### config.mk
export PLATFORM = sky130hd
export DESIGN_NAME = time_to_morse_vibe_segments_unit
export DESIGN_NICKNAME = d
export VERILOG_FILES = /design/src/mtk_pkg.sv /design/src/mtk_front.sv /design/src/mtk_cmd_fifo.sv /design/src/mtk_back.sv /design/src/time_to_morse_vibe_segments_unit.sv
export SDC_FILE = /design/constraint.sdc
export NUM_CORES = 1
export LEC_CHECK = 0
export ABC_AREA = 1
export BUFFER_PORTS_ARGS = -buffer_cell sky130_fd_sc_hd__buf_4
export CAP_MARGIN = 10
export CORE_UTILIZATION = 45
export DETAILED_ROUTE_END_ITERATION = 10
export PLACE_DENSITY = 0.66
export SYNTH_ARGS = -nofsm -noshare
export SYNTH_HDL_FRONTEND = slang
export SYNTH_SLANG_ARGS = --single-unit
### constraint.sdc
create_clock -name clk_i -period 3.9 [get_ports clk_i]
set_input_delay 0.78 -clock clk_i [delete_from_list [all_inputs] [get_ports clk_i]]
set_output_delay 0.78 -clock clk_i [all_outputs]
set_load 0.05 [all_outputs]
### src/mtk_pkg.sv
// ----------------------------------------------------------------------------
// mtk_pkg: shared types and constants for the Morse time keyer
// Register indexes, reset values, queue entry and config types, digit table.
// ----------------------------------------------------------------------------
`default_nettype none

package mtk_pkg;

  localparam int unsigned CfgIdxW  = 3;
  localparam int unsigned CfgDataW = 10;
  localparam int unsigned DurW     = 11;

  localparam logic [CfgIdxW-1:0] CfgUse24Hour  = 3'd0;
  localparam logic [CfgIdxW-1:0] CfgDotMs      = 3'd1;
  localparam logic [CfgIdxW-1:0] CfgDashMs     = 3'd2;
  localparam logic [CfgIdxW-1:0] CfgElemGapMs  = 3'd3;
  localparam logic [CfgIdxW-1:0] CfgDigitGapMs = 3'd4;
  localparam logic [CfgIdxW-1:0] CfgWordGapMs  = 3'd5;

  localparam logic [CfgDataW-1:0] RstDotMs      = 10'd100;
  localparam logic [CfgDataW-1:0] RstDashMs     = 10'd300;
  localparam logic [CfgDataW-1:0] RstElemGapMs  = 10'd100;
  localparam logic [CfgDataW-1:0] RstDigitGapMs = 10'd300;
  localparam logic [CfgDataW-1:0] RstWordGapMs  = 10'd700;

  localparam logic [1:0] SlotHourTens = 2'd0;
  localparam logic [1:0] SlotHourUnit = 2'd1;
  localparam logic [1:0] SlotMinTens  = 2'd2;
  localparam logic [1:0] SlotMinUnit  = 2'd3;
  localparam logic [2:0] LastElem     = 3'd4;

  typedef struct packed {
    logic                use_24_hour;
    logic [CfgDataW-1:0] dot_ms;
    logic [CfgDataW-1:0] dash_ms;
    logic [CfgDataW-1:0] element_gap_ms;
    logic [CfgDataW-1:0] digit_gap_ms;
    logic [CfgDataW-1:0] word_gap_ms;
  } cfg_t;

  // one classified request: dash masks for the four digit slots
  typedef struct packed {
    logic [3:0][4:0] masks;
    logic            skip_hour;
  } cmd_t;

  typedef struct packed {
    logic [DurW-1:0] duration_ms;
    logic            motor_on;
    logic [1:0]      digit_slot;
    logic            last_segment;
  } seg_t;

  typedef enum logic [1:0] {
    PhIdle,
    PhOn,
    PhGap
  } seg_phase_e;

  // bit i set: element i of the digit is a dash
  function automatic logic [4:0] morse_mask(input logic [3:0] digit);
    logic [4:0] m;
    case (digit)
      4'd0:    m = 5'h1F;
      4'd1:    m = 5'h1E;
      4'd2:    m = 5'h1C;
      4'd3:    m = 5'h18;
      4'd4:    m = 5'h10;
      4'd5:    m = 5'h00;
      4'd6:    m = 5'h01;
      4'd7:    m = 5'h03;
      4'd8:    m = 5'h07;
      4'd9:    m = 5'h0F;
      default: m = 5'h1F;
    endcase
    return m;
  endfunction

endpackage

`default_nettype wire

### src/mtk_front.sv
// ----------------------------------------------------------------------------
// mtk_front: request classifier
// Folds the hour, splits hour and minute into decimal digits and looks up
// the dash mask of each digit.
// ----------------------------------------------------------------------------
`default_nettype none

module mtk_front (
  input  wire logic       use_24_hour_i,
  input  wire logic [4:0] hour_i,
  input  wire logic [5:0] minute_i,
  input  wire logic       skip_hour_i,
  output mtk_pkg::cmd_t   cmd_o
);

  logic [4:0] hour_fold;
  logic [4:0] hour_12;
  logic [4:0] hour_sel;
  logic [3:0] hour_tens;
  logic [4:0] hour_unit;
  logic [3:0] min_tens;
  logic [5:0] min_unit;

  // 12-hour fold: mod 12 by compare and subtract, 0 reads as 12
  always_comb begin
    if (hour_i >= 5'd24) begin
      hour_fold = hour_i - 5'd24;
    end else if (hour_i >= 5'd12) begin
      hour_fold = hour_i - 5'd12;
    end else begin
      hour_fold = hour_i;
    end
    hour_12  = (hour_fold == 5'd0) ? 5'd12 : hour_fold;
    hour_sel = use_24_hour_i ? hour_i : hour_12;
  end

  always_comb begin
    if (hour_sel >= 5'd30) begin
      hour_tens = 4'd3;
      hour_unit = hour_sel - 5'd30;
    end else if (hour_sel >= 5'd20) begin
      hour_tens = 4'd2;
      hour_unit = hour_sel - 5'd20;
    end else if (hour_sel >= 5'd10) begin
      hour_tens = 4'd1;
      hour_unit = hour_sel - 5'd10;
    end else begin
      hour_tens = 4'd0;
      hour_unit = hour_sel;
    end
  end

  always_comb begin
    if (minute_i >= 6'd60) begin
      min_tens = 4'd6;
      min_unit = minute_i - 6'd60;
    end else if (minute_i >= 6'd50) begin
      min_tens = 4'd5;
      min_unit = minute_i - 6'd50;
    end else if (minute_i >= 6'd40) begin
      min_tens = 4'd4;
      min_unit = minute_i - 6'd40;
    end else if (minute_i >= 6'd30) begin
      min_tens = 4'd3;
      min_unit = minute_i - 6'd30;
    end else if (minute_i >= 6'd20) begin
      min_tens = 4'd2;
      min_unit = minute_i - 6'd20;
    end else if (minute_i >= 6'd10) begin
      min_tens = 4'd1;
      min_unit = minute_i - 6'd10;
    end else begin
      min_tens = 4'd0;
      min_unit = minute_i;
    end
  end

  always_comb begin
    cmd_o.masks[mtk_pkg::SlotHourTens] = mtk_pkg::morse_mask(hour_tens);
    cmd_o.masks[mtk_pkg::SlotHourUnit] = mtk_pkg::morse_mask(hour_unit[3:0]);
    cmd_o.masks[mtk_pkg::SlotMinTens]  = mtk_pkg::morse_mask(min_tens);
    cmd_o.masks[mtk_pkg::SlotMinUnit]  = mtk_pkg::morse_mask(min_unit[3:0]);
    cmd_o.skip_hour                    = skip_hour_i;
  end

endmodule

`default_nettype wire

### src/mtk_cmd_fifo.sv
// ----------------------------------------------------------------------------
// mtk_cmd_fifo: short request queue
// Holds classified requests between the classifier and the segment sequencer.
// ----------------------------------------------------------------------------
`default_nettype none

module mtk_cmd_fifo #(
  parameter int unsigned Depth = 2
) (
  input  wire logic          clk_i,
  input  wire logic          rst_ni,
  input  wire logic          wr_en_i,
  input  wire mtk_pkg::cmd_t wr_data_i,
  output logic               full_o,
  input  wire logic          rd_en_i,
  output mtk_pkg::cmd_t      rd_data_o,
  output logic               empty_o
);

  localparam int unsigned PtrW = (Depth > 1) ? $clog2(Depth) : 1;
  localparam int unsigned CntW = $clog2(Depth + 1);
  localparam logic [PtrW-1:0] PtrMax = PtrW'(Depth - 1);
  localparam logic [CntW-1:0] CntFull = CntW'(Depth);

  mtk_pkg::cmd_t   mem_q [Depth];
  logic [PtrW-1:0] wr_ptr_q, wr_ptr_d;
  logic [PtrW-1:0] rd_ptr_q, rd_ptr_d;
  logic [CntW-1:0] cnt_q, cnt_d;
  logic            do_wr;
  logic            do_rd;

  assign full_o    = (cnt_q == CntFull);
  assign empty_o   = (cnt_q == '0);
  assign do_wr     = wr_en_i && !full_o;
  assign do_rd     = rd_en_i && !empty_o;
  assign rd_data_o = mem_q[rd_ptr_q];

  always_comb begin
    wr_ptr_d = wr_ptr_q;
    rd_ptr_d = rd_ptr_q;
    cnt_d    = cnt_q;
    if (do_wr) begin
      wr_ptr_d = (wr_ptr_q == PtrMax) ? '0 : wr_ptr_q + 1'b1;
    end
    if (do_rd) begin
      rd_ptr_d = (rd_ptr_q == PtrMax) ? '0 : rd_ptr_q + 1'b1;
    end
    if (do_wr && !do_rd) begin
      cnt_d = cnt_q + 1'b1;
    end else if (do_rd && !do_wr) begin
      cnt_d = cnt_q - 1'b1;
    end
  end

  always_ff @(posedge clk_i or negedge rst_ni) begin
    if (!rst_ni) begin
      wr_ptr_q <= '0;
      rd_ptr_q <= '0;
      cnt_q    <= '0;
    end else begin
      wr_ptr_q <= wr_ptr_d;
      rd_ptr_q <= rd_ptr_d;
      cnt_q    <= cnt_d;
    end
  end

  always_ff @(posedge clk_i) begin
    if (do_wr) begin
      mem_q[wr_ptr_q] <= wr_data_i;
    end
  end

endmodule

`default_nettype wire

### src/mtk_back.sv
// ----------------------------------------------------------------------------
// mtk_back: segment sequencer
// Walks digits and elements of one request into an output register, one
// segment per cycle unless a held-off pop stalls it.
// ----------------------------------------------------------------------------
`default_nettype none

module mtk_back (
  input  wire logic          clk_i,
  input  wire logic          rst_ni,
  input  wire mtk_pkg::cfg_t cfg_i,
  input  wire mtk_pkg::cmd_t cmd_i,
  input  wire logic          cmd_empty_i,
  output logic               cmd_take_o,
  input  wire logic          pop_i,
  output logic               out_valid_o,
  output mtk_pkg::seg_t      out_seg_o
);

  mtk_pkg::seg_phase_e state_q, state_d;
  mtk_pkg::cmd_t       cmd_q, cmd_d;
  logic [1:0]          dig_q, dig_d;
  logic [2:0]          elem_q, elem_d;
  logic                out_valid_q, out_valid_d;
  mtk_pkg::seg_t       out_seg_q;
  mtk_pkg::seg_t       seg;
  logic                advance;
  logic                is_last;
  logic                elem_dash;
  logic [mtk_pkg::DurW-1:0] word_add;

  // output register frees when empty or being popped
  assign advance   = (state_q != mtk_pkg::PhIdle) && (!out_valid_q || pop_i);
  assign is_last   = (dig_q == mtk_pkg::SlotMinUnit) && (elem_q == mtk_pkg::LastElem);
  assign elem_dash = cmd_q.masks[dig_q][elem_q];

  // next state
  always_comb begin
    state_d = state_q;
    cmd_d   = cmd_q;
    dig_d   = dig_q;
    elem_d  = elem_q;
    case (state_q)
      mtk_pkg::PhIdle: begin
        if (!cmd_empty_i) begin
          state_d = mtk_pkg::PhOn;
          cmd_d   = cmd_i;
          dig_d   = cmd_i.skip_hour ? mtk_pkg::SlotMinTens : mtk_pkg::SlotHourTens;
          elem_d  = '0;
        end
      end
      mtk_pkg::PhOn: begin
        if (advance) begin
          if (is_last) begin
            if (!cmd_empty_i) begin
              cmd_d   = cmd_i;
              dig_d   = cmd_i.skip_hour ? mtk_pkg::SlotMinTens : mtk_pkg::SlotHourTens;
              elem_d  = '0;
            end else begin
              state_d = mtk_pkg::PhIdle;
            end
          end else begin
            state_d = mtk_pkg::PhGap;
          end
        end
      end
      mtk_pkg::PhGap: begin
        if (advance) begin
          state_d = mtk_pkg::PhOn;
          if (elem_q == mtk_pkg::LastElem) begin
            dig_d  = dig_q + 2'd1;
            elem_d = '0;
          end else begin
            elem_d = elem_q + 3'd1;
          end
        end
      end
      default: begin
        state_d = mtk_pkg::PhIdle;
      end
    endcase
  end

  // segment fields and queue pop
  always_comb begin
    seg        = '0;
    cmd_take_o = 1'b0;
    word_add   = '0;
    case (state_q)
      mtk_pkg::PhIdle: begin
        cmd_take_o = !cmd_empty_i;
      end
      mtk_pkg::PhOn: begin
        seg.motor_on     = 1'b1;
        seg.duration_ms  = {1'b0, elem_dash ? cfg_i.dash_ms : cfg_i.dot_ms};
        seg.digit_slot   = dig_q;
        seg.last_segment = is_last;
        cmd_take_o       = advance && is_last && !cmd_empty_i;
      end
      mtk_pkg::PhGap: begin
        seg.digit_slot = dig_q;
        if (elem_q == mtk_pkg::LastElem) begin
          // hour/minute boundary carries the word gap in the same segment
          if (dig_q == mtk_pkg::SlotHourUnit) begin
            word_add = {1'b0, cfg_i.word_gap_ms};
          end
          seg.duration_ms = {1'b0, cfg_i.digit_gap_ms} + word_add;
        end else begin
          seg.duration_ms = {1'b0, cfg_i.element_gap_ms};
        end
      end
      default: begin
        seg = '0;
      end
    endcase
  end

  always_comb begin
    out_valid_d = out_valid_q;
    if (advance) begin
      out_valid_d = 1'b1;
    end else if (pop_i) begin
      out_valid_d = 1'b0;
    end
  end

  always_ff @(posedge clk_i or negedge rst_ni) begin
    if (!rst_ni) begin
      state_q     <= mtk_pkg::PhIdle;
      dig_q       <= '0;
      elem_q      <= '0;
      out_valid_q <= 1'b0;
    end else begin
      state_q     <= state_d;
      dig_q       <= dig_d;
      elem_q      <= elem_d;
      out_valid_q <= out_valid_d;
    end
  end

  always_ff @(posedge clk_i) begin
    cmd_q <= cmd_d;
    if (advance) begin
      out_seg_q <= seg;
    end
  end

  assign out_valid_o = out_valid_q;
  assign out_seg_o   = out_seg_q;

endmodule

`default_nettype wire

### src/time_to_morse_vibe_segments_unit.sv
// ----------------------------------------------------------------------------
// time_to_morse_vibe_segments_unit: Morse time keyer
// Turns hour/minute requests into alternating vibrate/silent segments.
// ----------------------------------------------------------------------------
//  channel  | handshake          | payload
//  ---------+--------------------+-------------------------------------------
//  request  | push_i / full_o    | hour_i, minute_i, skip_hour_i
//  segment  | pop_i / empty_o    | duration_ms_o, motor_on_o, digit_slot_o,
//           |                    | last_segment_o
//  config   | cfg_valid_i/ready_o| cfg_index_i, cfg_data_i
//
//  One segment per cycle from the sequencer while pops keep up: 39 segments
//  for a full request, 19 for minutes only, after a load step when it was
//  idle; requests queue up (CmdDepth deep) behind it.
//  First segment shows on empty_o via the queue, load and output registers.
//  A held-off pop stalls the sequencer; the queue takes pushes until full.
//  Reset restores register defaults and empties both queue and output.
// ----------------------------------------------------------------------------
`default_nettype none

module time_to_morse_vibe_segments_unit #(
  parameter int unsigned CmdDepth = 2
) (
  input  wire logic                          clk_i,
  input  wire logic                          rst_ni,
  input  wire logic                          push_i,
  output logic                               full_o,
  input  wire logic [4:0]                    hour_i,
  input  wire logic [5:0]                    minute_i,
  input  wire logic                          skip_hour_i,
  output logic                               empty_o,
  input  wire logic                          pop_i,
  output logic [mtk_pkg::DurW-1:0]           duration_ms_o,
  output logic                               motor_on_o,
  output logic [1:0]                         digit_slot_o,
  output logic                               last_segment_o,
  input  wire logic                          cfg_valid_i,
  output logic                               cfg_ready_o,
  input  wire logic [mtk_pkg::CfgIdxW-1:0]   cfg_index_i,
  input  wire logic [mtk_pkg::CfgDataW-1:0]  cfg_data_i
);

  mtk_pkg::cfg_t cfg_q;
  mtk_pkg::cmd_t front_cmd;
  mtk_pkg::cmd_t fifo_cmd;
  mtk_pkg::seg_t seg;
  logic          fifo_empty;
  logic          cmd_take;
  logic          out_valid;
  logic          cfg_wr;

  assign cfg_ready_o = 1'b1;
  assign cfg_wr      = cfg_valid_i && cfg_ready_o;

  always_ff @(posedge clk_i or negedge rst_ni) begin
    if (!rst_ni) begin
      cfg_q.use_24_hour    <= 1'b1;
      cfg_q.dot_ms         <= mtk_pkg::RstDotMs;
      cfg_q.dash_ms        <= mtk_pkg::RstDashMs;
      cfg_q.element_gap_ms <= mtk_pkg::RstElemGapMs;
      cfg_q.digit_gap_ms   <= mtk_pkg::RstDigitGapMs;
      cfg_q.word_gap_ms    <= mtk_pkg::RstWordGapMs;
    end else if (cfg_wr) begin
      case (cfg_index_i)
        mtk_pkg::CfgUse24Hour:  cfg_q.use_24_hour    <= cfg_data_i[0];
        mtk_pkg::CfgDotMs:      cfg_q.dot_ms         <= cfg_data_i;
        mtk_pkg::CfgDashMs:     cfg_q.dash_ms        <= cfg_data_i;
        mtk_pkg::CfgElemGapMs:  cfg_q.element_gap_ms <= cfg_data_i;
        mtk_pkg::CfgDigitGapMs: cfg_q.digit_gap_ms   <= cfg_data_i;
        mtk_pkg::CfgWordGapMs:  cfg_q.word_gap_ms    <= cfg_data_i;
        default: ;
      endcase
    end
  end

  mtk_front u_front (
    .use_24_hour_i (cfg_q.use_24_hour),
    .hour_i        (hour_i),
    .minute_i      (minute_i),
    .skip_hour_i   (skip_hour_i),
    .cmd_o         (front_cmd)
  );

  mtk_cmd_fifo #(
    .Depth (CmdDepth)
  ) u_cmd_fifo (
    .clk_i     (clk_i),
    .rst_ni    (rst_ni),
    .wr_en_i   (push_i),
    .wr_data_i (front_cmd),
    .full_o    (full_o),
    .rd_en_i   (cmd_take),
    .rd_data_o (fifo_cmd),
    .empty_o   (fifo_empty)
  );

  mtk_back u_back (
    .clk_i       (clk_i),
    .rst_ni      (rst_ni),
    .cfg_i       (cfg_q),
    .cmd_i       (fifo_cmd),
    .cmd_empty_i (fifo_empty),
    .cmd_take_o  (cmd_take),
    .pop_i       (pop_i),
    .out_valid_o (out_valid),
    .out_seg_o   (seg)
  );

  assign empty_o        = !out_valid;
  assign duration_ms_o  = seg.duration_ms;
  assign motor_on_o     = seg.motor_on;
  assign digit_slot_o   = seg.digit_slot;
  assign last_segment_o = seg.last_segment;

endmodule

`default_nettype wire

==> out/results.ini, run 1 <==
[status]
status = complete, but fails checks
violations = design-rule violations

[critical_path]
worst_r2r_path_depth = 19
r2r-start = u_back.dig_q[1]
critPathLaunch = u_back.dig_q[1]
cp_data_required_time_ps = 4160
reg2reg_slack_ps = 680
critPathMaxFanout = 10
end_kind = flop
worstPathArrival_ps = 3480
setup.worst_path.start_class = flop
critPathKind = flop to flop

[sta]
tightestPinTransition_ps = 978
slew_headroom = 0.345
fin_crit_sh = 0.826
final_max_slew_viol_count = 0
clock.fmax_mhz = 310
min_period_ps = 3220
finalHoldViolations = 0
rsz0062_at_grt = false
setup_tns_ps = 0
setup_viol = 0
clock-skew-final_ps = 5.15

[layout]
drive_above_1_share = 0.180
nFillCells = 1322
multiInputGateArea_um2 = 2800
post-route-util = 0.535
n_antenna_cell = 0
area_delta_synth_final_pct = 16.2
fin_area_um2 = 8110
layout.nets = 858
ff_latch_area_um2 = 3730

[yosys]
ys_types = 51
yosys.area.top_type = edfxtp_1
synth_nets = 810
syn_area_per_cell_um2 = 9.35
synthCells = 746
synth_edf_count = 71
syn_area_um2 = 6980
synth_seq_cells = 134
async_reset_ff_frac = 0.470
seq_area_frac_synth = 0.535
synth_commonest_cells = nand2_1 (158), inv_1 (87), o21ai_0 (87)
post-synth-top-count-cell = nand2_1
ys.flop_type = edfxtp_1
ys_warn_count = 0
yosys-top-cells-area = edfxtp_1 (31%), dfrtp_1 (15%), nand2_1 (8.5%)
synth_top_area_share = 0.306

[place]
placed_cell_area_um2 = 7500
numPortBuffers = 46
hpwlAfterDp_mm = 10.7
globalplace.congestion = 0.928

[clock_network]
cts_tree = yes
clock-sinks = 134
cts_buffer_depth = 2
clk_pin_slew_ps = 60
clock_latency_ps = 420
numCtsBuffers = 17
cts_resized = 0
cts_setup_buffers = 0
cts_htree_levels = 4
postCtsHoldBufs = 0
cts-root-buf = clkbuf_16

[routing]
post-route-drc-count = 2
viasPerCell = 5.32
ant_nets = 0
firstDrtPassIters = 8
vias = 5291
wl_per_cell_um = 15.1
drt_iter0_markers = 362
wirelength_mm = 15.0

[power_and_ir_drop]
powerDensity_nw_per_um2 = 749
ir_drop_uv = 420
power.switching_w = 0.00229
p_seq_frac = 0.382
p_int_w = 0.00378
p_comb_frac = 0.350
p_leak_nw = 3.65
swShare = 0.377
p_clk_frac = 0.268

[floorplanning]
fp.dieH_um = 127
io_pins = 48
placementRows = 45
core_area_um2 = 15100
initial_core_util = 0.461
die_area_um2 = 16000
die_w_um = 127

[grt]
grt_max_degree = 64
antenna_found_initial = 0
overflow = 0
grt_first_pass_wirelength_mm = 25.8
grt_pass1_vias = 5268
grt_usage = 0.206

[flow_run]
max_cap_viol_count = 0

[hold_path]
hold_class = input pin to async pin

==> per-stage QoR <==
stage | setup WS [ps] | hold WS, ps | power, W | instances
after global placement | 681 | 466 | 0.00440 | 963
after global routing | 388 | 505 | 0.00646 | 995
after detailed placement | 501 | 472 | 0.00447 | 963
final | 677 | 448 | 0.00607 | 995
after CTS | 728 | 474 | 0.00611 | 995
after floorplan | 846 | 448 | 0.00382 | 746
==> cells in the final DEF (no fill, tap or decap), drive strengths merged, types with 3 or more instances in the layout <==
cell type,count
bufinv,3
o211ai,7
o21ai,93
clkinv,11
buf,51
a31oi,5
inv,91
clkbuf,18
o22ai,3
xor2,5
nor2,60
or2,3
nand3,42
dfstp,21
a21oi,27
nand2,167
a22oi,6
ha,33
xnor2,4
dfrtp,42
edfxtp,71
mux2,18
nor3,5
==> power groups by stage <==
stage / Clock (W) / Sequential, W / Combinational, W
CTS: 0.00165 / 0.00233 / 0.00213
global route: 0.00171 / 0.00238 / 0.00237
floorplan: 0 / 0.00253 / 0.00129
finish: 0.00163 / 0.00232 / 0.00212
detailed placement: 0 / 0.00235 / 0.00212
global placement: 0 / 0.00234 / 0.00206
==> layer usage <==
metal / vias up / share of wire / GRT usage
met4: 0 / 0.012 / 0.0652
met5: - / 0 / 0
met1: 2504 / 0.46 / 0.269
met2: 162 / 0.48 / 0.341
li1: 2607 / - / -
met3: 18 / 0.051 / 0.0477
==> worst max-delay path, cell delays in order, from the launching register on <==
cell and delay (ps):
dfrtp_1 430, inv_1 140, ha_1 420, nand2_1 90
inv_1 70, ha_1 210, inv_1 80, fa_1 400
nand3b_1 220, nand2_1 100, nand2_1 70, nand2_1 60
a21oi_1 70, nor2_1 120, o21ai_0 130, nand2_1 100
nand2_1 50, nand3_1 60, o211ai_1 80, a21oi_1 170
==> kinds of logic after synthesis <==
group,after synthesis,synth area share
DFF,134,0.535
AOI/OAI and AO/OA,153,0.125
buffers and inverters,115,0.0637
muxes,19,0.0305
adders and majority gates,34,0.0620
other,1,0.000537
and+or+nand+nor,281,0.171
xor gates and xnor gates,9,0.0113
==> sequential cells by signal, indices dropped and copies added (netlist names) <==
name,cells
u_cmd_fifo.rd_ptr_q,1
u_back.out_valid_o,1
u_cmd_fifo.cnt_q,2
u_back.dig_q,2
u_cmd_fifo.mem_q,38
u_back.state_q,2
cfg_q,51
u_back.cmd_q,18
u_back.out_seg_o,15
u_back.elem_q,3
u_cmd_fifo.wr_ptr_q,1
==> worst paths after layout <==
check / to
max in group asynchronous: u_back.elem_q[2]
min in group clk_i: cfg_q[49]
worst min register to register: cfg_q[49]
worst max-delay path: u_back.out_seg_o[12]
worst min-delay path: cfg_q[43]
worst max register to register: u_back.out_seg_o[12]
==> area by class of cell <==
class                   instances  share of cell area
inverters                      93              0.0432
clock buffers                  18              0.0529
multi-input cells             497               0.345
flip-flops and latches        134               0.461
well taps                     188              0.0290
repair buffers                 51              0.0472
clock inverters                14              0.0218
No activity file was read; power rests on OpenSTA's default activity.
==> run 2, diff against run 1 <==
--- a/config.mk
+++ b/config.mk
@@ -10,7 +10,7 @@
 export CAP_MARGIN = 10
 export CORE_UTILIZATION = 45
 export DETAILED_ROUTE_END_ITERATION = 10
-export PLACE_DENSITY = 0.66
+export PLACE_DENSITY = 0.69
 export SYNTH_ARGS = -nofsm -noshare
 export SYNTH_HDL_FRONTEND = slang
 export SYNTH_SLANG_ARGS = --single-unit
==> constraint.sdc (replaced) <==
create_clock -name clk_i -period 2.61 [get_ports clk_i]
set_input_delay 0.522 -clock clk_i [delete_from_list [all_inputs] [get_ports clk_i]]
set_output_delay 0.522 -clock clk_i [all_outputs]
set_load 0.05 [all_outputs]
==> out/results.ini, run 2 (synthesized netlist as in run 1, its figures left out) <==
[clock_network]
numCtsBuffers = 17  ; unchanged
postCtsHoldBufs = 0  ; unchanged
cts_buffer_depth = 2  ; unchanged
cts-root-buf = clkbuf_16  ; unchanged
clock-sinks = 134  ; unchanged
clk_pin_slew_ps = 60  ; about the same
clock_latency_ps = 420  ; about the same
cts_htree_levels = 4  ; unchanged
cts_tree = yes  ; unchanged

[place]
place_ws_ps = -254  ; was 501 ps
placed_cell_area_um2 = 7910  ; was 7500 um^2
numPortBuffers = 46  ; unchanged
globalplace.congestion = 0.864  ; was 0.928
hpwlAfterDp_mm = 10.3  ; was 10.7 mm
dpl.cell_count = 1010  ; was 963

[grt]
antenna_found_initial = 0  ; unchanged
grt_first_pass_wirelength_mm = 24.7  ; was 25.8 mm
grt_max_degree = 64  ; unchanged
grt_usage = 0.198  ; was 0.206
grt_pass1_vias = 5154  ; was 5268
overflow = 0  ; unchanged

[floorplanning]
placementRows = 45  ; unchanged
core_area_um2 = 15100  ; unchanged
initial_core_util = 0.461  ; unchanged
fp.dieH_um = 127  ; unchanged
io_pins = 48  ; unchanged
die_w_um = 127  ; unchanged
die_area_um2 = 16000  ; unchanged

[critical_path]
setup.worst_path.start_class = flop  ; unchanged
worstPathArrival_ps = 2720  ; was 3480 ps
end_kind = flop  ; unchanged
cp_data_required_time_ps = 2760  ; was 4160 ps
critPathMaxFanout = 7  ; was 10
critPathKind = flop to flop  ; unchanged

[layout]
n_antenna_cell = 0  ; unchanged
fin_area_um2 = 8680  ; was 8110 um^2
final_common_cell = nand2_1  ; unchanged
top_register = cfg_q  ; unchanged
largest_register_ffs = 51  ; unchanged
layout.nets = 911  ; was 858
final_cell_mix = nand2_1 (151), buf_4 (103), o21ai_0 (85), inv_1 (82), edfxtp_1 (71)  ; was nand2_1 (158), inv_1 (87), o21ai_0 (87), edfxtp_1 (71), nor2_1 (58)
layoutNonFillerInstCount = 1048  ; was 995
nFillCells = 1313  ; was 1322
drive_above_1_share = 0.276  ; was 0.180
reg_top3 = cfg_q (51), u_cmd_fifo.mem_q (38), u_back.cmd_q (18)  ; unchanged
area_delta_synth_final_pct = 24.3  ; was 16.2%

[sta]
layout_setup_ws_ps = 39.3  ; was 677 ps
fin_crit_sh = 0.985  ; was 0.826
clock-skew-final_ps = 5.60  ; was 5.15 ps
setup_viol = 0  ; unchanged
rsz0062_at_grt = true  ; was false
min_period_ps = 2570  ; was 3220 ps
slew_headroom = 0.461  ; was 0.345
tightestPinTransition_ps = 809  ; was 978 ps
finalHoldViolations = 0  ; unchanged
whs_ps = 190  ; was 448 ps
final_max_slew_viol_count = 0  ; unchanged
clock.fmax_mhz = 389  ; was 310 MHz

[power_and_ir_drop]
ir_drop_uv = 742  ; was 420 uV
p_leak_nw = 3.91  ; was 3.65 nW
powerDensity_nw_per_um2 = 1080  ; was 749 nW/um^2

[routing]
wl_per_cell_um = 14.1  ; was 15.1 um
wirelength_mm = 14.8  ; was 15.0 mm
drt_iter0_markers = 322  ; was 362
ant_nets = 0  ; unchanged
vias = 5376  ; was 5291
firstDrtPassIters = 5  ; was 8
viasPerCell = 5.13  ; was 5.32
post-route-drc-count = 0  ; was 2

[flow_run]
max_cap_viol_count = 0  ; unchanged

[status]
status = completed  ; was complete, but fails checks

[hold_path]
hold_class = input pin to async pin  ; unchanged

==> run 2: changes by cell type in the layout (fill, tap and decap cells not counted), sizes merged <==
cell | before | now
buf | 51 | 104
clkinvlp | 2 | 4
bufinv | 3 | 2
clkbuf | 18 | 17
==> run 2: worst paths after layout <==
| kind | startpoint | end | slack [ps] | cells after the start |
|---|---|---|---|---|
| worst max-delay path | u_back.dig_q[0] | u_back.out_seg_o[9] | 40 | 13 |
| worst min-delay path | rst_ni | cfg_q[40] | 190 | 1 |
| worst max register to register | u_back.dig_q[0] | u_back.out_seg_o[9] | 40 | 13 |
| worst min register to register | cfg_q[41] | cfg_q[41] | 480 | 2 |
| max in group asynchronous | rst_ni | u_back.state_q[0] | 1890 | 1 |
| min in group clk_i | skip_hour_i | u_cmd_fifo.mem_q[1][0] | 290 | 1 |
==> run 2: through the flow <==
stage	power [W]	utilization	TNS (ps)
2_1_floorplan	0.00575	-	0
3_3_place_gp	0.00685	0.522	-1540
3_5_place_dp	0.00693	0.522	-2340
4_1_cts	0.00930	0.562	-7.51
5_1_grt	0.00993	0.573	-303
6_report	0.00933	0.573	0
==> run 2: worst max-delay path, cell delays in order, from the launching register on <==
cell     delay (ps)
dfrtp_1         410
ha_4            180
buf_6           130
nand2_1          50
inv_1            60
ha_4            270
buf_4           100
inv_1            70
nor3_4          220
a21oi_2          80
buf_4           140
or2_2           270
a32oi_1         180
a21oi_1         130
==> run 2: layer usage <==
layer / track usage / wire [um]
met4: 0.0680 / 225
met2: 0.328 / 7020
met3: 0.0439 / 596
met1: 0.259 / 6930
met5: 0 / 0
==> run 2: final cells by class <==
type | count | area, um^2 | area share
multi-input combinational | 497 | 2980 | 0.344
clock buffer | 17 | 425 | 0.0490
sequential | 134 | 3730 | 0.430
inverter | 93 | 358 | 0.0412
tap | 188 | 235 | 0.0271
clock inverter | 15 | 155 | 0.0179
timing repair buffer | 104 | 785 | 0.0904
==> run 2: power by group <==
group	switching (W)	total, W	internal [W]
Combinational	0.00231	0.00361	0.00129
Clock	0.000906	0.00231	0.00141
Sequential	0.000272	0.00341	0.00314
==> run 2: repair_timing <==
item                                    in CTS  in global routing
resized for setup                            6                 29
pin swaps                                    3                 21
endpoints found under the setup margin       5                 16
endpoints found under the hold margin        0                  0
buffers inserted                             0                  6
==> run 3, diff against run 2 <==
--- a/config.mk
+++ b/config.mk
@@ -11,6 +11,7 @@
 export CORE_UTILIZATION = 45
 export DETAILED_ROUTE_END_ITERATION = 10
 export PLACE_DENSITY = 0.69
+export SETUP_SLACK_MARGIN = 0.3
 export SYNTH_ARGS = -nofsm -noshare
 export SYNTH_HDL_FRONTEND = slang
 export SYNTH_SLANG_ARGS = --single-unit
==> out/results.ini, run 3 (synthesized netlist as in run 1, its figures left out) <==
[critical_path]
critPathKind = flop to flop  ; unchanged
critPathMaxFanout = 5  ; was 7
end_kind = flop  ; unchanged
cp_data_required_time_ps = 2770  ; was 2760 ps
setup.worst_path.start_class = flop  ; unchanged
worstPathArrival_ps = 2690  ; was 2720 ps

[sta]
rsz0062_at_grt = true  ; unchanged
finalHoldViolations = 0  ; unchanged
clock.fmax_mhz = 396  ; was 389 MHz
clock-skew-final_ps = 7.67  ; was 5.60 ps
fin_crit_sh = 0.967  ; was 0.985
setup_viol = 0  ; unchanged
min_period_ps = 2520  ; was 2570 ps
final_max_slew_viol_count = 0  ; unchanged
slew_headroom = 0.428  ; was 0.461
whs_ps = 189  ; was 190 ps
tightestPinTransition_ps = 858  ; was 809 ps

[layout]
nFillCells = 1204  ; was 1313
area_delta_synth_final_pct = 31.9  ; was 24.3%
layout.nets = 926  ; was 911
final_common_cell = nand2_1  ; unchanged
largest_register_ffs = 51  ; unchanged
final_cell_mix = nand2_1 (131), buf_4 (110), o21ai_0 (84), edfxtp_1 (71), inv_1 (68)  ; was nand2_1 (151), buf_4 (103), o21ai_0 (85), inv_1 (82), edfxtp_1 (71)
drive_above_1_share = 0.355  ; was 0.276
layoutNonFillerInstCount = 1063  ; was 1048
reg_top3 = cfg_q (51), u_cmd_fifo.mem_q (38), u_back.cmd_q (18)  ; unchanged
top_register = cfg_q  ; unchanged
n_antenna_cell = 0  ; unchanged

[flow_run]
max_cap_viol_count = 0  ; unchanged

[routing]
post-route-drc-count = 0  ; unchanged
firstDrtPassIters = 4  ; was 5
vias = 5474  ; was 5376
ant_nets = 0  ; unchanged
viasPerCell = 5.15  ; was 5.13
wl_per_cell_um = 14.6  ; was 14.1 um
drt_iter0_markers = 410  ; was 322
wirelength_mm = 15.5  ; was 14.8 mm

[grt]
met3_usage = 0.0396  ; was 0.0439
grt.met2_usage = 0.329  ; was 0.328
grt_usage = 0.201  ; was 0.198
top_usage_layer = met2  ; unchanged
use_met1 = 0.268  ; was 0.259
grt_max_degree = 64  ; unchanged
antenna_found_initial = 0  ; unchanged
overflow = 0  ; unchanged
grt_first_pass_wirelength_mm = 25.1  ; was 24.7 mm
grt_pass1_vias = 5165  ; was 5154

[power_and_ir_drop]
p_leak_nw = 4.04  ; was 3.91 nW
powerDensity_nw_per_um2 = 1060  ; was 1080 nW/um^2
ir_drop_uv = 571  ; was 742 uV

[floorplanning]
die_area_um2 = 16000  ; unchanged
initial_core_util = 0.461  ; unchanged
fp.dieH_um = 127  ; unchanged
placementRows = 45  ; unchanged
core_area_um2 = 15100  ; unchanged
io_pins = 48  ; unchanged
die_w_um = 127  ; unchanged

[hold_path]
hold_class = input pin to async pin  ; unchanged

[place]
globalplace.congestion = 0.847  ; was 0.864
numPortBuffers = 46  ; unchanged
hpwlAfterDp_mm = 10.0  ; was 10.3 mm
dpl.cell_count = 1007  ; was 1010

[clock_network]
postCtsHoldBufs = 0  ; unchanged
cts_tree = yes  ; unchanged
clock_latency_ps = 430  ; was 420 ps
cts_htree_levels = 4  ; unchanged
cts_buffer_depth = 2  ; unchanged
cts-root-buf = clkbuf_16  ; unchanged
clk_pin_slew_ps = 60  ; about the same
numCtsBuffers = 17  ; unchanged
clock-sinks = 134  ; unchanged

[status]
status = completed  ; unchanged

-- run 3: cell types whose count changed in the layout (fill, tap and decap cells not counted), sizes merged --
cell,delta
buf,+14
clkbuf,+1
clkinv,-6
clkinvlp,+3
inv,+3
-- run 3: critical path: stages (launching register included) --
cell and delay (ps):
dfrtp_1 390, inv_2 80, ha_4 170, nand2_2 60, inv_2 60, ha_4 120
inv_2 30, fa_2 330, nand3b_1 190, nand2_1 90, nand2_2 60, nand2_2 70
a21oi_2 70, nor2_2 120, o21ai_2 80, nand3_1 90, nand3_2 80, o211ai_1 100
a21oi_1 80
-- run 3: final cells by class --
class / count / area, um^2 / share of cell area
timing repair inverter: 1 / 7.51 / 0.000816
timing repair buffer: 118 / 933 / 0.101
sequential: 134 / 3740 / 0.406
tap: 188 / 235 / 0.0256
clock inverter: 14 / 163 / 0.0177
inverter: 93 / 382 / 0.0415
clock buffer: 18 / 429 / 0.0466
multi-input combinational: 497 / 3310 / 0.360
-- run 3: power breakdown --
part / internal [W] / total [W] / switching, W
logic: 0.00149 / 0.00392 / 0.00243
registers: 0.00314 / 0.00349 / 0.000345
clock network: 0.00143 / 0.00238 / 0.000954
-- run 3: what timing repair did --
action	4_1_cts	5_1_grt
endpoints found under the hold margin	0	0
setup buffers	12	11
setup endpoints to repair	19	34
gates resized for setup	24	82
cloned	0	1
pin swaps	23	44
-- run 3: routing by layer --
metal | vias to the layer above | share of wire
li1 | 2737 | -
met4 | 0 | 0.014
met5 | - | 0
met1 | 2587 | 0.45
met2 | 128 | 0.49
met3 | 22 | 0.045
-- run 3: final timing paths --
kind	start	slack, ps	depth (start not counted)	endpoint
setup / recovery	u_back.dig_q[1]	90	18	u_back.out_seg_o[12]
hold / removal	rst_ni	190	1	cfg_q[30]
setup reg to reg	u_back.dig_q[1]	90	18	u_back.out_seg_o[12]
hold reg to reg	cfg_q[44]	480	2	cfg_q[44]
max in group asynchronous	rst_ni	1830	1	u_back.state_q[0]
min in group clk_i	skip_hour_i	280	1	u_cmd_fifo.mem_q[0][0]
-- run 3: metrics by stage --
stage / cell area (um^2) / setup WS [ps] / TNS (ps) / utilization / power (W)
floorplan: 7140 / 49.3 / 0 / - / 0.00581
global placement: 7990 / -161 / -1390 / 0.528 / 0.00692
detailed placement: 7990 / -234 / -2060 / 0.528 / 0.00699
CTS: 8790 / 92.2 / 0 / 0.580 / 0.00950
global route: 9200 / -90.0 / -171 / 0.608 / 0.0104
finish: 9200 / 87.4 / 0 / 0.608 / 0.00979
